[config.mk]
export PLATFORM = sky130hd
export DESIGN_NAME = crc16_frame_bit_serializer
export DESIGN_NICKNAME = d
export VERILOG_FILES = /design/src/sv/cfbs_pkg.sv /design/src/sv/cfbs_front.sv /design/src/sv/cfbs_queue.sv /design/src/sv/cfbs_back.sv /design/src/sv/crc16_frame_bit_serializer.sv
export SDC_FILE = /design/constraint.sdc
export NUM_CORES = 1
export LEC_CHECK = 0
export ABC_AREA = 1
export BUFFER_PORTS_ARGS = -buffer_cell sky130_fd_sc_hd__buf_2
export CORE_UTILIZATION = 35
export DETAILED_ROUTE_END_ITERATION = 16
export HOLD_SLACK_MARGIN = 0.03
export SLEW_MARGIN = 20
export SYNTH_ARGS = -nofsm -noshare
export SYNTH_HDL_FRONTEND = slang
export SYNTH_SLANG_ARGS = --single-unit
export TNS_END_PERCENT = 1
[constraint.sdc]
create_clock -name clk -period 3.5 [get_ports clk]
set_input_delay 0.175 -clock clk [delete_from_list [all_inputs] [get_ports clk]]
set_output_delay 0.175 -clock clk [all_outputs]
set_load 0.1 [all_outputs]
[src/sv/cfbs_pkg.sv]
`timescale 1ns / 1ps
// ----------------------------------------------------------------------------
// cfbs_pkg
// Shared types, register indexes and the CRC-16 byte update for the
// framed bit serializer.
// ----------------------------------------------------------------------------
package cfbs_pkg;

    localparam logic [15:0] CRC_INIT = 16'hFFFF;

    // Configuration register indexes
    localparam logic [1:0] REG_PREAMBLE = 2'd0;
    localparam logic [1:0] REG_START    = 2'd1;
    localparam logic [1:0] REG_END      = 2'd2;

    // Reset values of the configuration registers
    localparam logic [7:0] PREAMBLE_RST = 8'h55;
    localparam logic [7:0] START_RST    = 8'h7E;
    localparam logic [7:0] END_RST      = 8'h7E;

    typedef struct packed {
        logic [7:0] payload_byte;
        logic [7:0] type_flag;
        logic [7:0] message_length;
    } in_item_t;

    typedef struct packed {
        logic line_bit;
        logic run_last;
        logic frame_last;
    } out_item_t;

    // Classified item handed from the front to the back
    typedef struct packed {
        logic [7:0]  data;
        logic [7:0]  flag;
        logic [7:0]  len;
        logic        first;   // send the header before this item
        logic        zero;    // zero-length frame: no payload byte
        logic        last;    // send the trailer after this item
        logic [15:0] crc;     // CRC after this item
    } entry_t;

    typedef struct packed {
        logic [7:0] preamble_byte;
        logic [7:0] start_byte;
        logic [7:0] end_byte;
    } cfg_t;

    // CRC-16/CCITT-FALSE, one byte, poly 0x1021, MSB first
    function automatic logic [15:0] crc_update(input logic [15:0] crc,
                                               input logic [7:0]  b);
        logic [7:0]  x;
        logic [15:0] x16;
        x   = crc[15:8] ^ b;
        x   = x ^ (x >> 4);
        x16 = {8'h00, x};
        return {crc[7:0], 8'h00} ^ (x16 << 12) ^ (x16 << 5) ^ x16;
    endfunction

endpackage

[src/sv/cfbs_front.sv]
`timescale 1ns / 1ps
// ----------------------------------------------------------------------------
// cfbs_front
// Accepts input items, tracks the frame position and the running CRC and
// pushes one classified entry per item into the queue.
// ----------------------------------------------------------------------------
module cfbs_front (
    input  logic              clk,
    input  logic              rst_n,
    input  logic              in_valid,
    input  cfbs_pkg::in_item_t in_data,
    input  logic              q_full,
    output logic              accept,
    output logic              push,
    output cfbs_pkg::entry_t  push_entry
);
    import cfbs_pkg::*;

    logic        in_frame_reg, in_frame_next;
    logic [7:0]  bytes_left_reg, bytes_left_next;
    logic [15:0] crc_reg, crc_next;

    logic [15:0] crc_base;
    logic [15:0] crc_new;
    logic [7:0]  left_now;

    assign accept = in_valid && !q_full;
    assign push   = accept;

    // Classify the item and compute the next frame state
    always_comb
    begin
        crc_base = in_frame_reg ? crc_reg : CRC_INIT;
        left_now = in_frame_reg ? bytes_left_reg : in_data.message_length;
        crc_new  = crc_update(crc_base, in_data.payload_byte);

        push_entry.data  = in_data.payload_byte;
        push_entry.flag  = in_data.type_flag;
        push_entry.len   = in_data.message_length;
        push_entry.first = !in_frame_reg;
        push_entry.zero  = !in_frame_reg && (in_data.message_length == 8'd0);
        push_entry.last  = push_entry.zero || (left_now == 8'd1);
        push_entry.crc   = push_entry.zero ? CRC_INIT : crc_new;

        in_frame_next   = in_frame_reg;
        bytes_left_next = bytes_left_reg;
        crc_next        = crc_reg;
        if (accept)
        begin
            if (push_entry.last)
            begin
                in_frame_next   = 1'b0;
                bytes_left_next = 8'd0;
                crc_next        = CRC_INIT;
            end
            else
            begin
                in_frame_next   = 1'b1;
                bytes_left_next = left_now - 8'd1;
                crc_next        = crc_new;
            end
        end
    end

    // Hold the frame state
    always_ff @(posedge clk or negedge rst_n)
    begin
        if (!rst_n)
        begin
            in_frame_reg   <= 1'b0;
            bytes_left_reg <= 8'd0;
            crc_reg        <= CRC_INIT;
        end
        else
        begin
            in_frame_reg   <= in_frame_next;
            bytes_left_reg <= bytes_left_next;
            crc_reg        <= crc_next;
        end
    end

endmodule

[src/sv/cfbs_queue.sv]
`timescale 1ns / 1ps
// ----------------------------------------------------------------------------
// cfbs_queue
// Two-entry queue of classified items between the front and the back.
// ----------------------------------------------------------------------------
module cfbs_queue (
    input  logic             clk,
    input  logic             rst_n,
    input  logic             push,
    input  cfbs_pkg::entry_t push_entry,
    input  logic             pop,
    output logic             full,
    output logic             not_empty,
    output cfbs_pkg::entry_t head
);
    import cfbs_pkg::*;

    entry_t     mem_reg [2];
    logic       wr_ptr_reg, wr_ptr_next;
    logic       rd_ptr_reg, rd_ptr_next;
    logic [1:0] count_reg, count_next;

    assign full      = (count_reg == 2'd2);
    assign not_empty = (count_reg != 2'd0);
    assign head      = mem_reg[rd_ptr_reg];

    // Advance pointers and count
    always_comb
    begin
        wr_ptr_next = push ? !wr_ptr_reg : wr_ptr_reg;
        rd_ptr_next = pop ? !rd_ptr_reg : rd_ptr_reg;
        count_next  = count_reg;
        if (push && !pop)
            count_next = count_reg + 2'd1;
        else if (pop && !push)
            count_next = count_reg - 2'd1;
    end

    always_ff @(posedge clk or negedge rst_n)
    begin
        if (!rst_n)
        begin
            wr_ptr_reg <= 1'b0;
            rd_ptr_reg <= 1'b0;
            count_reg  <= 2'd0;
        end
        else
        begin
            wr_ptr_reg <= wr_ptr_next;
            rd_ptr_reg <= rd_ptr_next;
            count_reg  <= count_next;
        end
    end

    // Store entries
    always_ff @(posedge clk)
    begin
        if (push)
            mem_reg[wr_ptr_reg] <= push_entry;
    end

endmodule

[src/sv/cfbs_back.sv]
`timescale 1ns / 1ps
// ----------------------------------------------------------------------------
// cfbs_back
// Serializes each queued item: header, payload byte and trailer as needed,
// one bit per cycle while out_stall is low, MSB first, into an output register.
// ----------------------------------------------------------------------------
module cfbs_back (
    input  logic                clk,
    input  logic                rst_n,
    input  cfbs_pkg::cfg_t      cfg,
    input  logic                q_not_empty,
    input  cfbs_pkg::entry_t    q_head,
    output logic                pop,
    output logic                out_valid,
    input  logic                out_stall,
    output cfbs_pkg::out_item_t out_data
);
    import cfbs_pkg::*;

    // Byte slots of one item's run
    localparam logic [2:0] SLOT_PRE  = 3'd0;
    localparam logic [2:0] SLOT_SOF  = 3'd1;
    localparam logic [2:0] SLOT_FLAG = 3'd2;
    localparam logic [2:0] SLOT_LEN  = 3'd3;
    localparam logic [2:0] SLOT_DATA = 3'd4;
    localparam logic [2:0] SLOT_CRCH = 3'd5;
    localparam logic [2:0] SLOT_CRCL = 3'd6;
    localparam logic [2:0] SLOT_END  = 3'd7;

    entry_t     cur_reg, cur_next;
    logic       busy_reg, busy_next;
    logic [2:0] slot_reg, slot_next;
    logic [2:0] bit_reg, bit_next;
    logic       out_valid_reg, out_valid_next;
    out_item_t  out_reg, out_next;

    logic       out_free;
    logic       step;
    logic       byte_end;
    logic       run_end;
    logic [7:0] cur_byte;
    logic [2:0] slot_after;

    assign out_free  = !out_valid_reg || !out_stall;
    assign step      = busy_reg && out_free;
    assign out_valid = out_valid_reg;
    assign out_data  = out_reg;

    // Pick the byte of the current slot
    always_comb
    begin
        case (slot_reg)
            SLOT_PRE:  cur_byte = cfg.preamble_byte;
            SLOT_SOF:  cur_byte = cfg.start_byte;
            SLOT_FLAG: cur_byte = cur_reg.flag;
            SLOT_LEN:  cur_byte = cur_reg.len;
            SLOT_DATA: cur_byte = cur_reg.data;
            SLOT_CRCH: cur_byte = cur_reg.crc[15:8];
            SLOT_CRCL: cur_byte = cur_reg.crc[7:0];
            default:   cur_byte = cfg.end_byte;
        endcase
    end

    // Sequence slots and bits, refill from the queue when idle or at run end
    always_comb
    begin
        byte_end = (bit_reg == 3'd7);
        run_end  = byte_end &&
                   ((slot_reg == SLOT_END) || (slot_reg == SLOT_DATA && !cur_reg.last));

        case (slot_reg)
            SLOT_LEN: slot_after = cur_reg.zero ? SLOT_CRCH : SLOT_DATA;
            default:  slot_after = slot_reg + 3'd1;
        endcase

        pop = q_not_empty && (!busy_reg || (step && run_end));

        cur_next  = cur_reg;
        busy_next = busy_reg;
        slot_next = slot_reg;
        bit_next  = bit_reg;
        if (step)
        begin
            bit_next = bit_reg + 3'd1;
            if (byte_end)
                slot_next = slot_after;
            if (run_end)
                busy_next = 1'b0;
        end
        if (pop)
        begin
            cur_next  = q_head;
            busy_next = 1'b1;
            slot_next = q_head.first ? SLOT_PRE : SLOT_DATA;
            bit_next  = 3'd0;
        end

        out_valid_next = out_valid_reg;
        out_next       = out_reg;
        if (out_free)
        begin
            out_valid_next      = step;
            out_next.line_bit   = cur_byte[3'd7 - bit_reg];
            out_next.run_last   = run_end;
            out_next.frame_last = byte_end && (slot_reg == SLOT_END);
        end
    end

    // Hold control state
    always_ff @(posedge clk or negedge rst_n)
    begin
        if (!rst_n)
        begin
            busy_reg      <= 1'b0;
            slot_reg      <= SLOT_PRE;
            bit_reg       <= 3'd0;
            out_valid_reg <= 1'b0;
        end
        else
        begin
            busy_reg      <= busy_next;
            slot_reg      <= slot_next;
            bit_reg       <= bit_next;
            out_valid_reg <= out_valid_next;
        end
    end

    // Hold payload
    always_ff @(posedge clk)
    begin
        cur_reg <= cur_next;
        out_reg <= out_next;
    end

endmodule

[src/sv/crc16_frame_bit_serializer.sv]
`timescale 1ns / 1ps
// ----------------------------------------------------------------------------
// crc16_frame_bit_serializer
// Frames payload bytes with header and CRC-16 trailer and sends them as bits.
//
// Input channel (in_valid / in_stall / in_data): one payload byte per item;
// type_flag and message_length are read on the first item of a frame only.
// Output channel (out_valid / out_stall / out_data): one frame bit per item,
// MSB of each byte first, run_last on the last bit of an input item and
// frame_last on the last bit of the end byte.
// Config channel (cfg_valid / cfg_ready / cfg_index / cfg_data): always ready;
// index 0 preamble, 1 start, 2 end byte, index 3 is ignored.
// Throughput: one bit per cycle from the serializer while out_stall is low; a
// mid-frame item gives 8 bits, a frame's first item 40, its last 24 more
// (CRC and end byte); a zero-length frame gives 56.
// A two-entry queue lets the front accept items while the serializer works.
// Reset clears the frame state, the CRC to 0xFFFF and the config registers to
// their defaults. A stalled receiver holds the output bit; the queue then
// fills and in_stall rises.
// ----------------------------------------------------------------------------
module crc16_frame_bit_serializer (
    input  logic                clk,
    input  logic                rst_n,
    input  logic                in_valid,
    output logic                in_stall,
    input  cfbs_pkg::in_item_t  in_data,
    output logic                out_valid,
    input  logic                out_stall,
    output cfbs_pkg::out_item_t out_data,
    input  logic                cfg_valid,
    output logic                cfg_ready,
    input  logic [1:0]          cfg_index,
    input  logic [7:0]          cfg_data
);
    import cfbs_pkg::*;

    cfg_t   cfg_reg, cfg_next;
    logic   q_full;
    logic   q_not_empty;
    logic   accept;
    logic   push;
    logic   pop;
    entry_t push_entry;
    entry_t q_head;

    assign cfg_ready = 1'b1;
    assign in_stall  = q_full;

    // Decode configuration writes
    always_comb
    begin
        cfg_next = cfg_reg;
        if (cfg_valid && cfg_ready)
        begin
            case (cfg_index)
                REG_PREAMBLE: cfg_next.preamble_byte = cfg_data;
                REG_START:    cfg_next.start_byte    = cfg_data;
                REG_END:      cfg_next.end_byte      = cfg_data;
                default:      cfg_next = cfg_reg;
            endcase
        end
    end

    always_ff @(posedge clk or negedge rst_n)
    begin
        if (!rst_n)
        begin
            cfg_reg.preamble_byte <= PREAMBLE_RST;
            cfg_reg.start_byte    <= START_RST;
            cfg_reg.end_byte      <= END_RST;
        end
        else
            cfg_reg <= cfg_next;
    end

    cfbs_front u_front (
        .clk        (clk),
        .rst_n      (rst_n),
        .in_valid   (in_valid),
        .in_data    (in_data),
        .q_full     (q_full),
        .accept     (accept),
        .push       (push),
        .push_entry (push_entry)
    );

    cfbs_queue u_queue (
        .clk        (clk),
        .rst_n      (rst_n),
        .push       (push && accept),
        .push_entry (push_entry),
        .pop        (pop),
        .full       (q_full),
        .not_empty  (q_not_empty),
        .head       (q_head)
    );

    cfbs_back u_back (
        .clk         (clk),
        .rst_n       (rst_n),
        .cfg         (cfg_reg),
        .q_not_empty (q_not_empty),
        .q_head      (q_head),
        .pop         (pop),
        .out_valid   (out_valid),
        .out_stall   (out_stall),
        .out_data    (out_data)
    );

endmodule
---- Word-level counts from Yosys, hierarchy flattened ----
Memory sizes are Yosys's and may differ from the RTL's.
Index checks and enable logic that the tools add are counted.
word-level totals
  register bits after elaboration ......... 106
  bits in latches ......................... 0
  RAM bits ................................ 86
  bits in read-only memories .............. 0
  input bits .............................. 39
  output and inout bits ................... 6
  word-level logic and storage cells ...... 108
  memories kept ........................... 1
memories
  memory           depth  width  read ports  clocked after memory_dff  write ports  RTL line          RTL
  u_queue.mem_reg  2      43     1           0                         1            cfbs_queue.sv:18  entry_t mem_reg [2];
operators by class
  add/subtract/negate cells ............... 6
  multiply operators ...................... 0
  div/mod/pow operators ................... 0
  order comparisons ....................... 1
  equal/unequal tests ..................... 12
  shifts and indexed selects .............. 0
  multiplexer cells ....................... 24
  bitwise operators ....................... 5
  reductions and logical operators ........ 37
operator list
  kind                 number
  $pmux 8 s7           1
  $mux 16              3
  $mux 3               7
  $mux 8               2
  $xor 16x13->16       1
  $xor 16x16->16       1
  $xor 16x8->16        1
  $eq 3x3->1 const B   5
  $logic_and 1x1->1    10
  $logic_not 1->1      10
  $reduce_and 2->1     5
  $reduce_bool 2->1    5
  $eq 8x1->1 const B   1
  $logic_not 8->1      1
  $mux 1               8
  $sub 8x1->8 const B  1
  $xor 8x4->8          1
  $xor 8x8->8          1
  $add 3x1->3 const B  2
  $eq 3x2->1 const B   2
  $eq 2x2->1 const B   2
  $logic_or 1x1->1     4
  $lt 3x4->1 const B   1
  $mux 2               2
  other kinds (8)      8

---- Depth between registers and ports, before layout ----
Gate-level depths: netlist (run 1).
  word-level depth ........................ 10
  mapped depth ............................ 14
  depth with buffers taken out ............ 12

---- Modules after synthesis ----
From an unflattened synthesis (run 1), not the netlist that was laid out.
unflattened totals
  cell total of the unflattened synthesis .. 853
  area total of the unflattened synthesis .. 9290.2 um^2
by module, submodules not included
  module                      instances  cells each  area an instance (um^2)  seq. area each (um^2)
  cfbs_queue                  1          159         3510.9                   2682.6
  cfbs_back                   1          273         2563.7                   1551.5
  cfbs_front                  1          310         2125.8                   645.6
  crc16_frame_bit_serializer  1          111         1089.8                   620.6

---- Least setup slack after synthesis (run 1) ----
Ideal clock, no wire load.
  path type ............................... register to register
  start point ............................. reg u_queue.count_reg[1]
  end point ............................... mem u_queue.mem_reg[0][0] in the netlist's numbering (enable)
  setup time .............................. 0.444 ns
  arrival time ............................ 2.629 ns
  data required time ...................... 3.056 ns
  slack ................................... 0.427 ns
  cell stages (with the launch flop) ...... 5
  path buffers ............................ 1
  period minus slack after synthesis ...... 3.073 ns
  cell sequence ........................... dfrtp_1 inv_1 o21ai_0 clkbuf_1 nor2_1
between the ends
  longest elaborated chain between the ends .. 5
ends and longest elaborated chain
  element                       RTL line          RTL
  start, declared               cfbs_queue.sv:21  logic [1:0] count_reg, count_next;
  start signal, assigned        cfbs_queue.sv:51  count_reg <= count_next;
  $eq 2x2->1                    cfbs_queue.sv:23  assign full = (count_reg == 2'd2);
  $logic_not 1->1               cfbs_front.sv:27  assign accept = in_valid && !q_full;
  $logic_and 1x1->1             cfbs_front.sv:27
  $mux 1                        cfbs_queue.sv:58  if (push)
  $mux 1 (not written as such)  cfbs_queue.sv:59  mem_reg[wr_ptr_reg] <= push_entry;
  end, declared                 cfbs_queue.sv:18
Every way passes these cells.

---- Worst setup path in the final report (run 1) ----
  start point ............................. reg u_back.slot_reg[0]
  end point ............................... reg u_back.cur_reg[38] in the netlist's numbering (enable)
between the ends
  longest elaborated chain between the ends .. 7
  elaborated cells on any way between the ends .. 8
  those cells by class .................... 2 x eq/ne; 6 x reduce/logical
ends and longest elaborated chain
  element                   RTL line                          RTL
  start, declared           cfbs_back.sv:32                   logic [2:0] slot_reg, slot_next;
  start signal, assigned    cfbs_back.sv:122                  slot_reg <= slot_next;
  $eq 3x3->1                cfbs_back.sv:69                   ((slot_reg == SLOT_END) || (slot_reg == SLOT_DATA && !cur_reg.last));
  $logic_and 1x1->1         cfbs_back.sv:69
  $logic_or 1x1->1 *        cfbs_back.sv:69
  $logic_and 1x1->1 *       cfbs_back.sv:68                   run_end = byte_end &&
  named net u_back.run_end  cfbs_back.sv:40                   logic run_end;
  $logic_and 1x1->1 *       cfbs_back.sv:76                   pop = q_not_empty && (!busy_reg || (step && run_end));
  $logic_or 1x1->1 *        cfbs_back.sv:76
  $logic_and 1x1->1 *       cfbs_back.sv:76
  named net pop             crc16_frame_bit_serializer.sv:42  logic pop;
  end signal, assigned      cfbs_back.sv:131                  cur_reg <= cur_next;
  end, declared             cfbs_back.sv:30                   entry_t cur_reg, cur_next;
Mark *: on every way through the listed nets, which the timed path passes. The rest lies on a longest branch.
A chain may end at the register's enable or synchronous reset.

==> flow_summary.ini, run 1 <==
[sta]
setup_tns_ns = 0
drv_slew = 0
finalWorstSetupSlack_ns = 0.877
rsz0062_at_grt = no
maxSlewHeadroom_pct = 46.4
finalCriticalPeriod_ns = 2.62
hold_violations = 0
worstMarginPinSlew_ns = 0.804
setup_viol = 0
clock.fmax_mhz = 381
skew_ns = 0.0156
finalCritPeriodShare_pct = 75.0

[clocking]
cts.sinks = 192
clock_latency_ns = 0.44
ctsHtreeMaxLevel = 4
cts.clk_slew.worst_paths_ns = 0.08
cts-root-buf = clkbuf_16
post_cts_buffers = 0
cts_buffers = 17
cts_tree = done
clk_path_buf_depth = 2

[power]
p_per_area_mw_per_mm2 = 848
power_uw = 8580
vdd.ir_drop.worst_mv = 0.595
power.leakage_uw = 0.00446

[detailed_routing]
first_pass_iters = 5
postRouteAntennaNets = 0
viasPerCell = 4.51
drc = 0
wire_per_inst_um = 14.3
routed-via-count = 5819
drt-total-wl_um = 18400
drt_iter0_markers = 337

[final_layout]
fin_nets = 1003
antenna_cells = 0
largest_reg_flops = 86
design_area_mm2 = 0.0101
final_common_cell = nand2_1
syn2layout_area_growth_pct = 17.3
fin_util_pct = 41.8
layout_common_cells = 311 x nand2_1, 131 x edfxtp_1, 69 x nor2_1
final_layout_size_suffix_gt1_share_pct = 17.4

[placed_design]
portBuffers = 43
dp_slack_ns = 0.892
place_hpwl_um = 12900
gp_congestion = 0.896
place_area_mm2 = 0.00917

[die]
die_h_um = 159
io-pin-count = 45
die-width_um = 159
core_area_mm2 = 0.0242
start_util_pct = 35.6
rows = 57
dieArea_mm2 = 0.0253

[min_path]
min_to = cfg_reg[7]$_DFFE_PN0P_
hold_start = cfg_data[7]
hold-path-cell-count = 3
hold_path.class = in2reg

[setup_path]
critPathKind = reg2reg
crit_fanout = 43
crit_path_top_delay_cell = buf_4
cp.arrival_ns = 2.69
r2r_start = u_back.slot_reg[0]$_DFFE_PN0P_
critPathMaxStageDelay_ns = 0.43
regToRegEndpoint = u_back.cur_reg[38]$_DFFE_PP_
crit_chain = inv_1, ha_1, nand2_1, o21ai_0, nand2_1, nand2_1, nand2_2, inv_1, buf_4
end_kind = flip-flop
crit_required_ns = 3.57
cpMostUsedCell = nand2_1
worstRegToRegCells = 9
rrSetupSlack_ns = 0.88
cp-start-kind = flip-flop

[yosys]
ys_seq_area_share_pct = 63.7
synth-seq-cells = 192
postSynth.asyncResetShare_pct = 31.8
yosys_warnings = 0
synthTopCellsByArea = edfxtp_1 46%, nand2_1 14%, dfstp_2 9.7%
yosysTopAreaCellShare_pct = 45.6
syn-num-nets = 928
syn_area_mm2 = 0.00863
ys_types = 34
yosys.area.top_type = edfxtp_1
avgSynthCellArea_um2 = 9.83
synth_cells = 878
ys.flop_type = edfxtp_1
synth_edf_count = 131

[outcome]
status = finished clean

[grt]
antenna_found_initial = 0
grt_max_degree = 45
grt_pass1_wl_um = 30200
grt_pass1_vias = 5577
grt_usage_pct = 15.3
grt_overflow = 0

[run]
drv_cap = 0
per-stage QoR:
stage	instances	hold slack (ns)
finish	1290	0.0619
CTS	1290	0.0562
floorplan	878	-0.121
detailed placement	1226	0.372
global placement	1226	0.365
global route	1290	0.0671
how the worst max path moves through the flow:
| stage | end | slack, ns | from |
|---|---|---|---|
| after floorplan | u_queue.mem_reg[0][0]$_DFFE_PP_ | 0.43 | u_queue.count_reg[1]$_DFFE_PN0P_ |
| after global placement | u_back.cur_reg[33]$_DFFE_PP_ | 1.01 | u_back.slot_reg[0]$_DFFE_PN0P_ |
| after detailed placement | u_back.cur_reg[33]$_DFFE_PP_ | 0.89 | u_back.slot_reg[0]$_DFFE_PN0P_ |
| after CTS | u_back.cur_reg[38]$_DFFE_PP_ | 0.88 | u_back.slot_reg[0]$_DFFE_PN0P_ |
| after global routing | u_back.slot_reg[2]$_DFFE_PN0P_ | 0.57 | u_back.slot_reg[0]$_DFFE_PN0P_ |
| final | u_back.cur_reg[38]$_DFFE_PP_ | 0.88 | u_back.slot_reg[0]$_DFFE_PN0P_ |
power breakdown:
part	internal, µW	switching, µW	total, µW
sequential	3280	257	3540
clock	1100	948	2050
combinational	918	2070	2990
total	5310	3280	8580
cell type report:
| cell class | instances | area [µm²] |
|---|---|---|
| Multi-Input combinational cell | 584 | 2700 |
| Tap cell | 324 | 405 |
| Clock buffer | 17 | 425 |
| Sequential cell | 192 | 5500 |
| Inverter | 73 | 277 |
| Timing Repair Buffer | 85 | 613 |
| Fill cell | 2387 | 14100 |
| Clock inverter | 15 | 210 |
synth_stat cells, drive strengths merged, types with 2 or more instances:
library cell / number
a21oi: 11
o21ai: 56
nand3: 69
dfrtp: 29
nor2: 84
dfstp: 32
edfxtp: 131
buf: 14
nand3b: 2
nand2: 327
clkbuf: 15
o22ai: 3
ha: 11
nand4: 2
inv: 72
xor2: 11
or2: 3
xnor2: 2
kinds of logic after synthesis:
family	after synthesis	synth area share, %
other cells	1	0.0435
compound gates	70	4.45
fa+ha+maj	11	1.59
simple gates	488	23.5
mux	1	0.116
flops	192	63.7
buf+inv	102	5.21
xor+xnor	13	1.32
repair_timing:
item                       in CTS  in global routing
resized for setup               0                  0
hold endpoints to repair       83                  0
setup endpoints to repair       0                  0
hold buffers                   32                  0
worst max-delay path: cells and delay by family, from the launching register on:
kind | cells | cell delay (ns)
adders and majority gates | 1 | 0.42
buffers and inverters | 3 | 0.63
DFF | 1 | 0.40
AOI/OAI and AO/OA | 1 | 0.31
and+or+nand+nor | 4 | 0.49
per-layer routing:
layer / GRT usage, % / share of wire, % / vias to the layer above
li1: - / - / 3002
met1: 21.9 / 50 / 2694
met2: 23.2 / 45 / 108
met3: 3.23 / 3.7 / 15
met4: 4.59 / 1.3 / 0
met5: 0 / 0 / -
(Power assumes the default switching activity.)
==> run 2, diff against run 1 <==
- clock period: 3.5 -> 2.2 ns (I/O delays scaled with it)
==> flow_summary.ini, run 2 (synthesis gave the netlist of run 1 again) <==
[clocking]
post_cts_buffers = 0
cts.sinks = 192
cts-root-buf = clkbuf_16
ctsHtreeMaxLevel = 4
cts_buffers = 17
clock_latency_ns = 0.44
cts.clk_slew.worst_paths_ns = 0.07
cts_tree = done
clk_path_buf_depth = 2

[min_path]
hold-path-cell-count = 5
hold_path.class = in2reg

[power]
combPwrFrac_pct = 36.7
clock_power_share_pct = 22.7
p_per_area_mw_per_mm2 = 1340
swShare_pct = 37.7
p_int_uw = 8580
vdd.ir_drop.worst_mv = 0.632
power.leakage_uw = 0.00455
power_uw = 13800
p_seq_share_pct = 40.6
p_sw_uw = 5190

[placed_design]
place_hpwl_um = 13000
portBuffers = 43
gp_congestion = 0.875
dp.cells = 1244
place_area_mm2 = 0.00934
dp_slack_ns = 0.0596

[final_layout]
layout_common_cells = 310 x nand2_1, 131 x edfxtp_1, 69 x nor2_1
fin_util_pct = 42.4
syn2layout_area_growth_pct = 19.1
final_common_cell = nand2_1
post_layout_nonfiller_instances = 1310
antenna_cells = 0
final_layout_size_suffix_gt1_share_pct = 19.0
design_area_mm2 = 0.0103
largest_reg_flops = 86
fin_nets = 1023

[sta]
hold_violations = 0
skew_ns = 0.0103
worstMarginPinSlew_ns = 0.948
maxSlewHeadroom_pct = 36.7
setup_viol = 0
clock.fmax_mhz = 486
rsz0062_at_grt = yes
finalWorstSetupSlack_ns = 0.143
finalCriticalPeriod_ns = 2.06
drv_slew = 0
finalCritPeriodShare_pct = 93.5

[detailed_routing]
drt_iter0_markers = 371
drc = 0
wire_per_inst_um = 14.2
first_pass_iters = 7
postRouteAntennaNets = 0
viasPerCell = 4.53
drt-total-wl_um = 18600
routed-via-count = 5939

[die]
rows = 57
core_area_mm2 = 0.0242
dieArea_mm2 = 0.0253
start_util_pct = 35.6
die-width_um = 159
io-pin-count = 45
die_h_um = 159

[outcome]
status = finished clean

[setup_path]
crit_buf_inv = 3
end_kind = flip-flop
crit_chain = inv_1, o21ai_1, buf_12, nor2_4, buf_4
crit_fanout = 33
cp.arrival_ns = 2.21
crit_path_top_delay_cell = nor2_4
crit_required_ns = 2.35
path_depth = 5
worstRegToRegCells = 5
critPathKind = reg2reg
critPathMaxStageDelay_ns = 0.72
cp-start-kind = flip-flop
critical-path-top-delay-family = simple AND/OR/NAND/NOR gates

[grt]
busiest_layer = met2
grtUsageMet2_pct = 23.4
met1_usage_pct = 20.7
globalRouteMet3Util_pct = 2.76
antenna_found_initial = 0
grt_pass1_wl_um = 29100
grt_max_degree = 44
grt_usage_pct = 15.0
grt_overflow = 0
grt_pass1_vias = 5464

[run]
drv_cap = 0
## run 2: changes by cell type in the layout (fill, tap and decap cells not counted), moves of 2 or more
cell / delta
buf_4: +14
clkinv_2: +2
clkinv_8: -3
buf_12: +3
## run 2: cell type report
type                            count  area [µm²]
Inverter                           73         277
Clock inverter                     14         171
Fill cell                        2356       14000
Timing Repair Buffer              104         793
Tap cell                          324         405
Clock buffer                       18         429
Sequential cell                   192        5500
Multi-Input combinational cell    585        2700
## run 2: metal layers
metal / share of wire, % / wire [µm] / vias up
met4: 1.9 / 352 / 0
met5: 0 / 0 / -
met1: 49 / 9160 / 2745
met3: 3.9 / 717 / 24
met2: 45 / 8330 / 121
li1: - / - / 3049
## run 2: path summary, 6_finish.rpt
path,from,endpoint,slack [ns]
max,u_queue.count_reg[1]$_DFFE_PN0P_,u_queue.mem_reg[0][5]$_DFFE_PP_,0.14
min,out_stall,u_back.busy_reg$_DFFE_PN0P_,0.06
max reg2reg,u_queue.count_reg[1]$_DFFE_PN0P_,u_queue.mem_reg[0][5]$_DFFE_PP_,0.14
min reg2reg,u_front.crc_reg[10]$_DFFE_PN1P_,u_front.crc_reg[10]$_DFFE_PN1P_,0.48
max in group asynchronous,rst_n,cfg_reg[4]$_DFFE_PN1P_,1.26
min in group asynchronous,rst_n,u_front.bytes_left_reg[1]$_DFFE_PN0P_,0.22
## run 2: what timing repair did
action                                  4_1_cts  5_1_grt
endpoints found under the setup margin        0       11
gates resized for setup                       0        2
hold endpoints to repair                     82        0
hold buffers                                 33        0
## run 2: metrics by stage
stage          setup TNS (ns)  hold slack, ns
6_report                    0          0.0569
5_1_grt              -0.00297          0.0688
4_1_cts                     0          0.0554
3_5_place_dp                0           0.157
3_3_place_gp                0           0.158
2_1_floorplan          -23.69          -0.186
## run 2: tightest hold or removal path, cell delays in order
cell and delay [ns]:
buf_2 0.08, nand2_1 0.07, nand2_1 0.07, nand2_1 0.07
nand2_1 0.06
## run 2: power groups by stage
stage / Sequential, µW / Combinational, µW / Clock (µW)
floorplan: 5650 / 3620 / 0
global placement: 5650 / 4950 / 0
detailed placement: 5660 / 5000 / 0
CTS: 5590 / 5070 / 3190
global route: 5680 / 5710 / 3340
finish: 5590 / 5050 / 3130
==> run 3, diff against run 2 <==
- SYNTH_HIERARCHICAL: not set -> 1
==> flow_summary.ini, run 3 <==
[final_layout]
syn2layout_area_growth_pct = 14.4
final_common_cell = nand2_1
antenna_cells = 0
regArea_mm2 = 0.00550
largest_reg_flops = 86
post_layout_nonfiller_instances = 1262
multiInputGateArea_mm2 = 0.00305
n_fill_cell = 2494
fin_nets = 964
layout_common_cells = 213 x nand2_1, 131 x edfxtp_1, 81 x nand3_1
final_layout_size_suffix_gt1_share_pct = 24.2

[power]
vdd.ir_drop.worst_mv = 0.550
p_per_area_mw_per_mm2 = 1200
power.leakage_uw = 0.00468
power_uw = 12700

[die]
die_h_um = 165
io-pin-count = 45
core_area_mm2 = 0.0261
die-width_um = 165
rows = 59
dieArea_mm2 = 0.0272
start_util_pct = 35.7

[min_path]
hold-path-cell-count = 3
min_to = cfg_reg[2]$_DFFE_PN1P_
hold_path.class = in2reg
hold_start = cfg_index[1]

[grt]
grt_usage_pct = 15.0
grt_pass1_wl_um = 30500
grt_overflow = 0
grt_max_degree = 46
grt_pass1_vias = 5595
antenna_found_initial = 0

[placed_design]
dp_slack_ns = 0.148
place_hpwl_um = 13100
portBuffers = 43
dp.cells = 1197
gp_congestion = 0.849

[clocking]
cts_buffers = 17
cts-root-buf = clkbuf_16
cts_tree = done
cts.sinks = 192
clock_latency_ns = 0.44
ctsHtreeMaxLevel = 4
post_cts_buffers = 0
clk_path_buf_depth = 2
cts.clk_slew.worst_paths_ns = 0.07

[setup_path]
crit_chain = inv_1, ha_1, nand2_2, nor2_1, nor2_1, nor2_2, nand3_2, nand2_4, inv_1, ha_1, inv_1, nand3_1, nand2_1, nand2_1
cpMostUsedCell = inv_1
r2r_start = u_back/slot_reg[0]$_DFFE_PN0P_
cp-start-kind = flip-flop
worstRegToRegCells = 14
crit_fanout = 5
critPathMaxStageDelay_ns = 0.43
rrSetupSlack_ns = 0.19
crit_required_ns = 2.53
crit_buf_inv = 3
critPathKind = reg2reg
crit_path_top_delay_cell = dfrtp_1
end_kind = flip-flop
cp.arrival_ns = 2.34
path_depth = 14
regToRegEndpoint = u_queue/count_reg[1]$_DFFE_PN0P_
critical-path-top-delay-family = simple AND/OR/NAND/NOR gates

[sta]
setup_viol = 0
finalCriticalPeriod_ns = 2.01
finalCritPeriodShare_pct = 91.6
clock.fmax_mhz = 496
skew_ns = 0.00983
finalWorstSetupSlack_ns = 0.186
hold_violations = 0
drv_slew = 0
maxSlewHeadroom_pct = 60.3
rsz0062_at_grt = no
worstMarginPinSlew_ns = 0.596
fin_hold_ws_ns = 0.0617

[run]
drv_cap = 0

[yosys]
yosysTopAreaCellShare_pct = 42.3
yosys_warnings = 6
synth_cells = 853
synth_edf_count = 131
syn_area_mm2 = 0.00929
syn-num-nets = 903
avgSynthCellArea_um2 = 10.9
synth.top_cells.by_count = 216 x nand2_1, 131 x edfxtp_1, 82 x nand3_1
ys_types = 38
yosysMostFrequentCell = nand2_1
synthTopCellsByArea = edfxtp_1 42%, dfstp_2 9.1%, nand2_1 8.7%
ys_seq_area_share_pct = 59.2
synth-seq-cells = 192
postSynth.asyncResetShare_pct = 31.8
yosys.area.top_type = edfxtp_1
ys.flop_type = edfxtp_1

[detailed_routing]
wire_per_inst_um = 15.0
drc = 0
postRouteAntennaNets = 0
viasPerCell = 4.62
routed-via-count = 5836
first_pass_iters = 5
drt-total-wl_um = 19000
drt_iter0_markers = 482

[outcome]
status = finished clean
-- run 3: timing repair --
item | 4_1_cts | 5_1_grt
hold buffers | 33 | 0
setup endpoints to repair | 0 | 2
hold endpoints to repair | 79 | 0
resized for setup | 0 | 2
-- run 3: power breakdown --
group,leakage [µW],switching [µW],internal (µW)
clock,0.000283,1440,1640
combinational,0.00252,2850,1610
sequential,0.00188,329,4870
total,0.00468,4620,8120
-- run 3: worst max-delay path by stage --
stage                                                start                          endpoint  slack (ns)
after floorplan           u_queue/count_reg[0]$_DFFE_PN0P_   u_queue/mem_reg[1][0]$_DFFE_PP_       -0.27
after global placement      u_back/slot_reg[0]$_DFFE_PN0P_      u_back/out_data[2]$_DFFE_PP_        0.21
after detailed placement    u_back/slot_reg[0]$_DFFE_PN0P_  u_queue/count_reg[1]$_DFFE_PN0P_        0.15
after CTS                   u_back/slot_reg[0]$_DFFE_PN0P_  u_queue/count_reg[1]$_DFFE_PN0P_        0.13
after global routing        u_back/slot_reg[0]$_DFFE_PN0P_  u_queue/count_reg[1]$_DFFE_PN0P_        0.03
final                       u_back/slot_reg[0]$_DFFE_PN0P_  u_queue/count_reg[1]$_DFFE_PN0P_        0.19
-- run 3: tightest hold or removal path, delay by kind of cell --
kind | cells | cell delay, ns
simple gates | 2 | 0.18
buf+inv | 1 | 0.20
-- run 3: cell families after synthesis --
family                   share of synthesized area, %
AND/OR/NAND/NOR                                  20.8
flip-flops                                       59.2
buffers and inverters                            8.46
multiplexers                                     6.79
AO/OA/AOI/OAI                                    2.40
adder cells (fa/ha/maj)                          1.48
XOR/XNOR                                        0.849
other                                          0.0404
-- run 3: cell type report --
cell class	instances	share of cell area, %
clock buffers	19	4.17
clock inverters	13	1.35
inverters	81	2.94
multi-input cells	526	28.7
flip-flops and latches	192	51.8
well taps	335	3.94
repair buffers	96	7.13
-- run 3: per-stage QoR --
step	util [%]	cell area (µm²)	TNS (ns)
after detailed placement	37.2	9700	0
final	40.8	10600	0
after global placement	37.2	9700	0
after floorplan	-	9340	-15.06
after CTS	40.8	10600	0
after global routing	40.8	10600	0
-- run 3: metal layers --
layer	up-vias	global-route usage, %	wire, µm
li1	2941	-	-
met1	2782	21.0	9180
met2	99	23.6	8950
met3	14	3.24	629
met4	0	3.79	189
met5	-	0	0
